## src/hdl/mfb_pkg.sv

```systemverilog
// Shared types, constants and byte-select functions for the masked frame builder.
package mfb_pkg;

  localparam logic [7:0]  FIN_BIT        = 8'h80;
  localparam logic [7:0]  MASKED_FLAG    = 8'h80;
  localparam logic [6:0]  LEN_EXT16      = 7'd126;
  localparam logic [6:0]  LEN_EXT64      = 7'd127;
  localparam logic [30:0] LEN16_LIMIT    = 31'd65536;
  localparam logic [31:0] HEADER_SLACK   = 32'd14;
  localparam logic [30:0] CAPACITY_RESET = 31'd4096;

  // Header byte counts including the four mask bytes
  localparam logic [3:0] HDR_CNT_SHORT = 4'd6;
  localparam logic [3:0] HDR_CNT_MID   = 4'd8;
  localparam logic [3:0] HDR_CNT_LONG  = 4'd14;

  typedef enum logic [1:0] {
    LEN_SHORT,
    LEN_MID,
    LEN_LONG
  } len_mode_e;

  // One buffered run of result bytes caused by a single input transfer
  typedef struct packed {
    logic        too_large;
    logic        hdr;
    len_mode_e   mode;
    logic [3:0]  opcode;
    logic [30:0] len;
    logic [31:0] key;
    logic [7:0]  pbyte;
    logic [3:0]  count;
  } run_t;

  function automatic logic [7:0] mask_byte(logic [31:0] key, logic [1:0] phase);
    logic [7:0] b;
    unique case (phase)
      2'd0:    b = key[31:24];
      2'd1:    b = key[23:16];
      2'd2:    b = key[15:8];
      default: b = key[7:0];
    endcase
    return b;
  endfunction

  function automatic logic [3:0] hdr_count(len_mode_e mode);
    logic [3:0] c;
    unique case (mode)
      LEN_SHORT: c = HDR_CNT_SHORT;
      LEN_MID:   c = HDR_CNT_MID;
      LEN_LONG:  c = HDR_CNT_LONG;
      default:   c = HDR_CNT_SHORT;
    endcase
    return c;
  endfunction

  // Header byte at position idx (0 = FIN/opcode byte)
  function automatic logic [7:0] hdr_byte(run_t r, logic [3:0] idx);
    logic [7:0] b;
    b = 8'h00;
    if (idx == 4'd0) begin
      b = FIN_BIT | {4'h0, r.opcode};
    end else begin
      unique case (r.mode)
        LEN_SHORT: begin
          if (idx == 4'd1) b = MASKED_FLAG | {1'b0, r.len[6:0]};
          else             b = mask_byte(r.key, 2'(idx - 4'd2));
        end
        LEN_MID: begin
          unique case (idx)
            4'd1:    b = MASKED_FLAG | {1'b0, LEN_EXT16};
            4'd2:    b = r.len[15:8];
            4'd3:    b = r.len[7:0];
            default: b = mask_byte(r.key, 2'(idx - 4'd4));
          endcase
        end
        default: begin
          unique case (idx)
            4'd1:                      b = MASKED_FLAG | {1'b0, LEN_EXT64};
            4'd2, 4'd3, 4'd4, 4'd5:    b = 8'h00;
            4'd6:                      b = {1'b0, r.len[30:24]};
            4'd7:                      b = r.len[23:16];
            4'd8:                      b = r.len[15:8];
            4'd9:                      b = r.len[7:0];
            default:                   b = mask_byte(r.key, 2'(idx - 4'd10));
          endcase
        end
      endcase
    end
    return b;
  endfunction

  // Result byte at position idx of a run
  function automatic logic [7:0] run_byte(run_t r, logic [3:0] idx);
    logic [7:0] b;
    if (r.too_large)                                  b = 8'h00;
    else if (r.hdr && (idx < hdr_count(r.mode)))      b = hdr_byte(r, idx);
    else                                              b = r.pbyte;
    return b;
  endfunction

endpackage

```

## src/hdl/mfb_in_if.sv

```systemverilog
// Input item channel: valid/ready plus the unmasked item fields.
interface mfb_in_if;
  logic        valid;
  logic        ready;
  logic [7:0]  payload_byte;
  logic        carries_byte;
  logic        first_of_frame;
  logic [30:0] frame_length;
  logic [3:0]  frame_opcode;
  logic [31:0] mask_key;

  modport source (output valid, payload_byte, carries_byte, first_of_frame,
                  frame_length, frame_opcode, mask_key, input ready);
  modport sink   (input valid, payload_byte, carries_byte, first_of_frame,
                  frame_length, frame_opcode, mask_key, output ready);
endinterface

```

## src/hdl/mfb_out_if.sv

```systemverilog
// Result channel: valid/ready plus one encoded frame byte.
interface mfb_out_if;
  logic       valid;
  logic       ready;
  logic [7:0] out_byte;
  logic       last_of_run;
  logic       too_large;

  modport source (output valid, out_byte, last_of_run, too_large, input ready);
  modport sink   (input valid, out_byte, last_of_run, too_large, output ready);
endinterface

```

## src/hdl/mfb_cfg_if.sv

```systemverilog
// Configuration write channel for the frame capacity register.
interface mfb_cfg_if;
  logic        valid;
  logic        ready;
  logic [30:0] frame_capacity;

  modport source (output valid, frame_capacity, input ready);
  modport sink   (input valid, frame_capacity, output ready);
endinterface

```

## src/hdl/mfb_encoder.sv

```systemverilog
// Frame state, capacity check and run descriptor register for each input transfer.
module mfb_encoder (
  input  logic          clk_i,
  input  logic          rst_ni,
  mfb_in_if.sink        in_i,
  mfb_cfg_if.sink       cfg_i,
  output logic          run_valid_o,
  output mfb_pkg::run_t run_o,
  input  logic          run_take_i
);
  import mfb_pkg::*;

  logic [30:0] cap_q;
  logic [31:0] mask_q, mask_d;
  logic [1:0]  phase_q, phase_d;
  logic        rej_q, rej_d;
  logic        run_valid_q;
  run_t        run_q, run_d;

  logic        in_xfer;
  logic        reject;
  logic        rej_eff;
  logic        pay;
  logic [31:0] key_eff;
  logic [1:0]  phase_eff;
  len_mode_e   mode;
  logic [3:0]  cnt;

  assign cfg_i.ready = 1'b1;
  assign in_i.ready  = !run_valid_q || run_take_i;
  assign in_xfer     = in_i.valid && in_i.ready;

  // Work out the run for the incoming item and the next frame state
  always_comb begin
    reject    = ({1'b0, in_i.frame_length} + HEADER_SLACK) > {1'b0, cap_q};
    rej_eff   = in_i.first_of_frame ? reject : rej_q;
    key_eff   = (in_i.first_of_frame && !reject) ? in_i.mask_key : mask_q;
    phase_eff = in_i.first_of_frame ? 2'd0 : phase_q;
    pay       = in_i.carries_byte && !rej_eff;

    if (in_i.frame_length < 31'(LEN_EXT16)) mode = LEN_SHORT;
    else if (in_i.frame_length < LEN16_LIMIT) mode = LEN_MID;
    else mode = LEN_LONG;

    if (in_i.first_of_frame && reject) cnt = 4'd1;
    else if (in_i.first_of_frame) cnt = hdr_count(mode) + {3'd0, pay};
    else cnt = {3'd0, pay};

    mask_d  = key_eff;
    rej_d   = rej_eff;
    phase_d = phase_eff + {1'b0, pay};

    run_d.too_large = in_i.first_of_frame && reject;
    run_d.hdr       = in_i.first_of_frame && !reject;
    run_d.mode      = mode;
    run_d.opcode    = in_i.frame_opcode;
    run_d.len       = in_i.frame_length;
    run_d.key       = key_eff;
    run_d.pbyte     = in_i.payload_byte ^ mask_byte(key_eff, phase_eff);
    run_d.count     = cnt;
  end

  // Hold capacity and frame state
  always_ff @(posedge clk_i or negedge rst_ni) begin
    if (!rst_ni) begin
      cap_q   <= CAPACITY_RESET;
      mask_q  <= '0;
      phase_q <= '0;
      rej_q   <= 1'b0;
    end else begin
      if (cfg_i.valid) cap_q <= cfg_i.frame_capacity;
      if (in_xfer) begin
        mask_q  <= mask_d;
        phase_q <= phase_d;
        rej_q   <= rej_d;
      end
    end
  end

  // Load a run only when the item produces results; drop empty ones
  always_ff @(posedge clk_i or negedge rst_ni) begin
    if (!rst_ni) begin
      run_valid_q <= 1'b0;
    end else if (in_xfer) begin
      run_valid_q <= (cnt != 4'd0);
    end else if (run_take_i) begin
      run_valid_q <= 1'b0;
    end
  end

  always_ff @(posedge clk_i) begin
    if (in_xfer) run_q <= run_d;
  end

  assign run_valid_o = run_valid_q;
  assign run_o       = run_q;
endmodule

```

## src/hdl/mfb_serializer.sv

```systemverilog
// Walks a run one byte per transfer into the output register.
module mfb_serializer (
  input  logic          clk_i,
  input  logic          rst_ni,
  input  logic          run_valid_i,
  input  mfb_pkg::run_t run_i,
  output logic          run_take_o,
  mfb_out_if.source     out_o
);
  import mfb_pkg::*;

  logic [3:0] idx_q;
  logic       out_valid_q;
  logic [7:0] byte_q;
  logic       last_q;
  logic       err_q;
  logic       load;
  logic       is_last;

  assign load       = run_valid_i && (!out_valid_q || out_o.ready);
  assign is_last    = (idx_q == (run_i.count - 4'd1));
  assign run_take_o = load && is_last;

  // Advance the byte index, restart on the final byte of a run
  always_ff @(posedge clk_i or negedge rst_ni) begin
    if (!rst_ni) begin
      idx_q       <= '0;
      out_valid_q <= 1'b0;
    end else begin
      if (load) idx_q <= is_last ? 4'd0 : idx_q + 4'd1;
      if (load) out_valid_q <= 1'b1;
      else if (out_o.ready) out_valid_q <= 1'b0;
    end
  end

  // Hold the result byte until transferred
  always_ff @(posedge clk_i) begin
    if (load) begin
      byte_q <= run_byte(run_i, idx_q);
      last_q <= is_last;
      err_q  <= run_i.too_large;
    end
  end

  assign out_o.valid       = out_valid_q;
  assign out_o.out_byte    = byte_q;
  assign out_o.last_of_run = last_q;
  assign out_o.too_large   = err_q;
endmodule

```

## src/hdl/masked_frame_builder.sv

```systemverilog
// An input item passes the encoder's run register, then the serializer's byte register.
// The output carries one byte per cycle while the receiver is ready.
// A header item yields 6, 8 or 14 header bytes, one more when it carries a payload
// byte, and input stalls until the serializer has emitted them; a rejected one yields a single error byte.
// Reset: rst_ni clears frame state, mask and phase; capacity returns to 4096.
// Top level: encoder stage feeding the byte serializer.
module masked_frame_builder (
  input  logic      clk_i,
  input  logic      rst_ni,
  mfb_in_if.sink    in_i,
  mfb_cfg_if.sink   cfg_i,
  mfb_out_if.source out_o
);
  import mfb_pkg::*;

  logic run_valid;
  logic run_take;
  run_t run;

  mfb_encoder u_encoder (
    .clk_i       (clk_i),
    .rst_ni      (rst_ni),
    .in_i        (in_i),
    .cfg_i       (cfg_i),
    .run_valid_o (run_valid),
    .run_o       (run),
    .run_take_i  (run_take)
  );

  mfb_serializer u_serializer (
    .clk_i       (clk_i),
    .rst_ni      (rst_ni),
    .run_valid_i (run_valid),
    .run_i       (run),
    .run_take_o  (run_take),
    .out_o       (out_o)
  );
endmodule

```

## src/flat_wrapper.sv

```systemverilog
// flat-port wrapper written by rule: the top's interface ports become plain ports
module masked_frame_builder_flat import mfb_pkg::*;
  (clk_i, rst_ni, in_i_valid, in_i_payload_byte, in_i_carries_byte, in_i_first_of_frame, in_i_frame_length, in_i_frame_opcode, in_i_mask_key, in_i_ready, cfg_i_valid, cfg_i_frame_capacity, cfg_i_ready, out_o_valid, out_o_out_byte, out_o_last_of_run, out_o_too_large, out_o_ready);
  mfb_in_if in_i_i ();
  mfb_cfg_if cfg_i_i ();
  mfb_out_if out_o_i ();
  input  logic clk_i;
  input  logic rst_ni;
  input wire logic [$bits(in_i_i.valid)-1:0] in_i_valid;
  input wire logic [$bits(in_i_i.payload_byte)-1:0] in_i_payload_byte;
  input wire logic [$bits(in_i_i.carries_byte)-1:0] in_i_carries_byte;
  input wire logic [$bits(in_i_i.first_of_frame)-1:0] in_i_first_of_frame;
  input wire logic [$bits(in_i_i.frame_length)-1:0] in_i_frame_length;
  input wire logic [$bits(in_i_i.frame_opcode)-1:0] in_i_frame_opcode;
  input wire logic [$bits(in_i_i.mask_key)-1:0] in_i_mask_key;
  output wire logic [$bits(in_i_i.ready)-1:0] in_i_ready;
  input wire logic [$bits(cfg_i_i.valid)-1:0] cfg_i_valid;
  input wire logic [$bits(cfg_i_i.frame_capacity)-1:0] cfg_i_frame_capacity;
  output wire logic [$bits(cfg_i_i.ready)-1:0] cfg_i_ready;
  output wire logic [$bits(out_o_i.valid)-1:0] out_o_valid;
  output wire logic [$bits(out_o_i.out_byte)-1:0] out_o_out_byte;
  output wire logic [$bits(out_o_i.last_of_run)-1:0] out_o_last_of_run;
  output wire logic [$bits(out_o_i.too_large)-1:0] out_o_too_large;
  input wire logic [$bits(out_o_i.ready)-1:0] out_o_ready;
  assign in_i_i.valid = in_i_valid;
  assign in_i_i.payload_byte = in_i_payload_byte;
  assign in_i_i.carries_byte = in_i_carries_byte;
  assign in_i_i.first_of_frame = in_i_first_of_frame;
  assign in_i_i.frame_length = in_i_frame_length;
  assign in_i_i.frame_opcode = in_i_frame_opcode;
  assign in_i_i.mask_key = in_i_mask_key;
  assign in_i_ready = in_i_i.ready;
  assign cfg_i_i.valid = cfg_i_valid;
  assign cfg_i_i.frame_capacity = cfg_i_frame_capacity;
  assign cfg_i_ready = cfg_i_i.ready;
  assign out_o_valid = out_o_i.valid;
  assign out_o_out_byte = out_o_i.out_byte;
  assign out_o_last_of_run = out_o_i.last_of_run;
  assign out_o_too_large = out_o_i.too_large;
  assign out_o_i.ready = out_o_ready;
  masked_frame_builder u_core (.clk_i(clk_i), .rst_ni(rst_ni), .in_i(in_i_i), .cfg_i(cfg_i_i), .out_o(out_o_i));
endmodule
```

## config.mk

```make
export PLATFORM = sky130hd
export DESIGN_NAME = masked_frame_builder_flat
export DESIGN_NICKNAME = d
export VERILOG_FILES = /design/src/hdl/mfb_pkg.sv /design/src/hdl/mfb_in_if.sv /design/src/hdl/mfb_out_if.sv /design/src/hdl/mfb_cfg_if.sv /design/src/hdl/mfb_encoder.sv /design/src/hdl/mfb_serializer.sv /design/src/hdl/masked_frame_builder.sv /design/src/flat_wrapper.sv
export SDC_FILE = /design/constraint.sdc
export NUM_CORES = 1
export LEC_CHECK = 0
export BUFFER_PORTS_ARGS = -buffer_cell sky130_fd_sc_hd__buf_2
export CORE_MARGIN = 2
export CORE_UTILIZATION = 45
export DETAILED_ROUTE_END_ITERATION = 7
export PLACE_DENSITY = 0.72
export SLEW_MARGIN = 20
export SYNTH_ARGS = -nofsm -noshare
export SYNTH_HDL_FRONTEND = slang
export SYNTH_HIERARCHICAL = 1
export SYNTH_SLANG_ARGS = --single-unit
```

## constraint.sdc

```tcl
create_clock -name clk_i -period 6.1 [get_ports clk_i]
set_clock_uncertainty 0.15 [all_clocks]
set_input_delay 0.915 -clock clk_i [delete_from_list [all_inputs] [get_ports clk_i]]
set_output_delay 0.915 -clock clk_i [all_outputs]
set_load 0.03 [all_outputs]
```

-- Word level (Yosys, flattened, before mapping)
Cells that the tools add are included.
- eq/ne operators: 22
- add/sub/neg operators: 8
- bitwise operators: 1
- muxes and demuxes: 28
- magnitude comparators: 4
- reductions and logical operators: 23
- operators with widths (operator ; count):
    $pmux 8 s3 ; 5
    $pmux 8 s6 ; 1
    $add 31x4->32 const B ; 1
    $gt 32x31->1 ; 1
    $mux 32 ; 1
    $lt 31x17->1 const B ; 1
    $lt 31x7->1 const B ; 1
    $mux 4 ; 7
    $mux 8 ; 3
    $eq 4x3->1 const B ; 4
    $pmux 4 s2 ; 2
    $pmux 8 s2 ; 1
    $eq 2x1->1 const B ; 6
    $eq 2x2->1 const B ; 6
    $logic_not 2->1 ; 5
    $eq 4x2->1 const B ; 2
    $eq 4x4->1 const B ; 2
    $xor 8x8->8 ; 1
    $logic_and 1x1->1 ; 7
    $mux 2 ; 3
    $mux 1 ; 5
    $add 4x1->4 ; 1
    $add 4x1->4 const B ; 1
    $eq 4x1->1 const B ; 1
    other kinds (12) ; 18
- output and inout port bits: 13
- bits in registers: 165

-- Longest topological paths before layout
- depth after elaboration: 12
- mapped depth: 20
- gate-level depth less buffers: 19

-- By module
Netlist, hierarchy kept.
- by module, submodules not included (module ; area each (um2) ; instances ; sequential area each (um2) ; cells an instance):
    mfb_encoder ; 7472.2 ; 1 ; 4140.2 ; 628
    mfb_serializer ; 2113.3 ; 1 ; 425.4 ; 266

-- Least setup slack after synthesis
No wires, ideal clock.
- path type: input port to flip-flop
- start: in in_i_frame_length[4]
- end: reg u_core.u_encoder.phase_q[1]
- stages on the path: 18
- slack: 1083 ps
- arrival time: 4746 ps
- path buffers: 2
- data required time: 5829 ps
- cells stage by stage: and3_1 > buf_2 > nand2_1 > or4_1 > nor2_1 > nand2_1 > xnor2_1 > ha_1 > nand3_1 > nor4_1 > nand2_1 > o32ai_4 > nand3_4 > buf_6 > a21boi_0 > ha_1 > o21ai_0 > a22o_1
- cells in the longest elaborated chain, start to end: 6
- RTL lines (element ; line ; RTL):
    start: declaration ; flat_wrapper.sv:13 ; input wire logic [$bits(in_i_i.frame_length)-1:0] in_i_frame_length;
    $add 31x4->32 ; mfb_encoder.sv:35 ; reject = ({1'b0, in_i.frame_length} + HEADER_SLACK) > {1'b0, cap_q};
    $gt 32x31->1 ; mfb_encoder.sv:35 ;
    $mux 1 ; mfb_encoder.sv:36 ; rej_eff = in_i.first_of_frame ? reject : rej_q;
    $logic_not 1->1 ; mfb_encoder.sv:39 ; pay = in_i.carries_byte && !rej_eff;
    $logic_and 1x1->1 ; mfb_encoder.sv:39 ;
    $add 2x1->2 ; mfb_encoder.sv:51 ; phase_d = phase_eff + {1'b0, pay};
    end signal: assignment ; mfb_encoder.sv:74 ; phase_q <= phase_d;
    end: declaration ; mfb_encoder.sv:15 ; logic [1:0] phase_q, phase_d;
Every way passes these cells.
A chain may end at the register's enable or synchronous reset.

-- Final worst setup path
- start: in in_i_frame_length[4]
- end: reg u_core.u_encoder.run_q (netlist bit u_core/u_encoder/run_o[12]) (data pin)
- cells in the longest elaborated chain, start to end: 5
- RTL lines (element ; line ; RTL):
    $add 31x4->32 ; mfb_encoder.sv:35 ;
    $gt 32x31->1 ; mfb_encoder.sv:35 ;
    $logic_not 1->1 ; mfb_encoder.sv:37 ; key_eff = (in_i.first_of_frame && !reject) ? in_i.mask_key : mask_q;
    $logic_and 1x1->1 ; mfb_encoder.sv:37 ;
    $mux 32 ; mfb_encoder.sv:37 ;
    named net u_core.u_encoder.key_eff[0] ; mfb_encoder.sv:24 ; logic [31:0] key_eff;
    end signal: assignment ; mfb_encoder.sv:92 ; if (in_xfer) run_q <= run_d;
    end: declaration ; mfb_encoder.sv:18 ; run_t run_q, run_d;
The timed path passes the listed nets, and every way through them passes these cells.

==> impl_metrics.json <==
{
  "status": "finished with violations",
  "violations": "DRC",
  "end_kind": "flip-flop",
  "clk_pin_slew_ns": 0.07,
  "ys_seq_elements": 164,
  "wl_met3_um": 1570,
  "slew_violations": 0,
  "ys.flop_type": "edfxtp_1",
  "required_ns": 6.13,
  "drt_first_pass_iters": 8,
  "place.port_buffers": 124,
  "grt_usage_pct": 22.3,
  "hold_viol": 0,
  "grt.overflow.total": 0,
  "cts_resized": 0,
  "die_h_um": 150,
  "dr_wl_met2_um": 12000,
  "crit_start": "in_i_frame_length[4]",
  "crit_top_cell": "nand2_1",
  "viasPerCell": 5.82,
  "final_cell_area_mm2": 0.0110,
  "cts_sinks": 164,
  "worst_path_largest_cell_delay_ns": 0.56,
  "rsz0062_at_grt": "false",
  "yosysMostFrequentCell": "nand2_1",
  "wl_per_cell_um": 19.3,
  "worstReg2RegStart": "u_core/u_serializer/idx_q[3]$_DFFE_PN0P_",
  "crit_fanout": 35,
  "drt_iter0_markers": 779,
  "ys_seq_area_share_pct": 47.6,
  "post-cts-setup-buffers": 0,
  "cts_htree_levels": 4,
  "drcViolationCount": 5,
  "yosys_warnings": 6,
  "powerDensity_mw_per_mm2": 415,
  "final_core_utilization_pct": 52.5,
  "syn_nets": 1052,
  "first_global_vias": 7157,
  "async_reset_ff_share_pct": 43.9,
  "vias": 7468,
  "routed_wl_um": 24700,
  "setup_viol": 0,
  "ys_top_cells_by_count": "nand2_1, edfxtp_1, dfrtp_1, mux2_2, inv_1",
  "worst_pin_slew_ns": 1.10,
  "synth_edf_count": 92,
  "min_period_ns": 5.17,
  "start_util_pct": 45.7,
  "syn_inst": 894,
  "leakagePower_nw": 4.52,
  "yosys.area.top_type": "edfxtp_1",
  "die_area_mm2": 0.0225,
  "startpoint_type": "primary input",
  "hp-class": "in -> async",
  "fp.dieW_um": 150,
  "highest_layer": "met4",
  "synthTopCellsByArea": "edfxtp_1, dfrtp_1, mux2_2",
  "path_class": "in -> reg",
  "cp.arrival_ns": 5.21,
  "antenna_cells": 0,
  "root_buffer": "clkbuf_16",
  "coreArea_mm2": 0.0210,
  "crit_chain": "buf_2, and3_1, nand2_1, or4_1, nor2_1, nand2_1, xnor2_1, ha_1, nand3_1, nor4_1, nand2_1, a31oi_1, o32ai_4, nand3_4, buf_4, mux2_2",
  "fillers": 1880,
  "syn2layout_area_growth_pct": 14.7,
  "drv_cap": 0,
  "grt_max_degree": 64,
  "peakVddDrop_mv": 0.229,
  "wl_met1_um": 10500,
  "holdBufCountCts": 0,
  "dpl_cell_area_mm2": 0.0104,
  "fin_crit_sh_pct": 84.8,
  "rows": 53,
  "insertion_delay_ns": 0.43,
  "gp_congestion": 0.919,
  "drive_above_1_share_pct": 24.6,
  "antenna_found_initial": 0,
  "slowest_stage": "or4_1",
  "synth_cell_types": 71,
  "ant_nets": 0,
  "dpl.hpwl_um": 17900,
  "synth_top_area_share_pct": 28.8,
  "cts_made_buffers": 17,
  "grt_pass1_wl_um": 38400,
  "avgSynthCellArea_um2": 10.7,
  "clk_path_buf_depth": 2,
  "ios": 126,
  "fmax_mhz": 193,
  "nets": 1154,
  "relSlewSlack_pct": 26.9,
  "tns_ns": 0,
  "cts_tree": "built",
  "netlist_area_mm2": 0.00959
}
-- flip-flops by register name, indices dropped and copies added (netlist names) --
signal and cells:
u_core/u_encoder/cap_q 31, u_core/u_serializer/out_o.last_of_run 1, u_core/u_encoder/phase_q 2, u_core/u_serializer/out_o.valid 1, u_core/u_encoder/run_o 82, u_core/u_encoder/run_valid_o 1
u_core/u_serializer/idx_q 4, u_core/u_serializer/out_o.out_byte 8, u_core/u_serializer/out_o.too_large 1, u_core/u_encoder/mask_q 32, u_core/u_encoder/rej_q 1
-- through the flow --
step	worst slack (ns)	power, mW	instances	hold WS [ns]
after floorplan	1.08	2.93	894	0.308
after global placement	0.720	3.35	1252	0.349
after detailed placement	0.598	3.39	1252	0.353
after CTS	0.960	4.56	1284	0.245
after global routing	0.555	4.81	1284	0.242
final	0.925	4.56	1284	0.245
-- where the power goes --
group	leakage (nW)	switching, mW	internal (mW)	total [mW]
Sequential	1.72	0.241	1.52	1.76
Combinational	2.49	0.950	0.697	1.65
Clock	0.311	0.488	0.666	1.15
-- per-layer routing --
layer	vias to the layer above	global-route usage, %
li1	3525	-
met1	3597	29.4
met2	303	36.4
met3	43	4.54
met4	0	7.97
met5	-	0
-- final cells by class --
type / instances / area (um^2) / area share [%]
sequential: 164 / 4570 / 41.5
multi-input combinational: 624 / 4550 / 41.4
clock buffer: 18 / 429 / 3.90
tap: 275 / 344 / 3.13
inverter: 58 / 218 / 1.98
timing repair buffer: 131 / 676 / 6.14
clock inverter: 14 / 211 / 1.92
-- path summary, 6_finish.rpt --
kind / to / slack (ns) / depth (start not counted)
worst min register to register: u_core/u_encoder/cap_q[0]$_DFFE_PN0P_ / 0.37 / 1
worst max register to register: u_core/u_encoder/run_o[17]$_DFFE_PP_ / 2.40 / 7
worst max-delay path: u_core/u_encoder/run_o[12]$_DFFE_PP_ / 0.93 / 16
worst min-delay path: u_core/u_encoder/cap_q[20]$_DFFE_PN0P_ / 0.25 / 1
min in group clk_i: u_core/u_encoder/cap_q[0]$_DFFE_PN0P_ / 0.37 / 1
max in group asynchronous: u_core/u_encoder/mask_q[26]$_DFFE_PN0P_ / 4.60 / 2
-- logic make-up after synthesis --
family,after synthesis,share of synthesized area (%)
flops,164,47.6
buf+inv,106,4.89
other cells,1,0.0391
xor+xnor,34,3.19
mux,83,9.82
simple gates,265,14.3
fa+ha+maj,45,5.87
compound gates,196,14.3
-- cells in the final DEF, fill, tap and decap left out, drive strengths merged, types with 4 or more instances in the layout --
| cell type | count |
|---|---|
| a31oi | 4 |
| nor3 | 14 |
| or2 | 8 |
| o21ai | 54 |
| a21o | 4 |
| buf | 131 |
| xnor2 | 28 |
| edfxtp | 92 |
| xor2 | 6 |
| nand3b | 5 |
| a222oi | 16 |
| nor2b | 18 |
| o221ai | 6 |
| nand3 | 19 |
| nand2b | 7 |
| clkbuf | 18 |
| or3 | 6 |
| and3 | 5 |
| and2 | 10 |
| mux2i | 13 |
| dfrtp | 71 |
| nor4 | 8 |
| o22ai | 16 |
| ha | 45 |
| nand4 | 10 |
| inv | 65 |
| a21oi | 30 |
| a32o | 6 |
| nor3b | 5 |
| o2111ai | 8 |
| nor2 | 39 |
| clkinv | 4 |
| a41oi | 5 |
| nand2 | 99 |
| mux2 | 68 |
| o211ai | 7 |
| a22o | 12 |
| a22oi | 10 |
-- worst max-delay path, delay by kind of cell --
kind,cells,cell delay (ns)
muxes,1,0.40
AOI/OAI and AO/OA,2,0.50
xor gates and xnor gates,1,0.16
buffers and inverters,2,0.55
and+or+nand+nor,9,2.33
adders and majority gates,1,0.30
No activity file was read; power rests on OpenSTA's default activity.
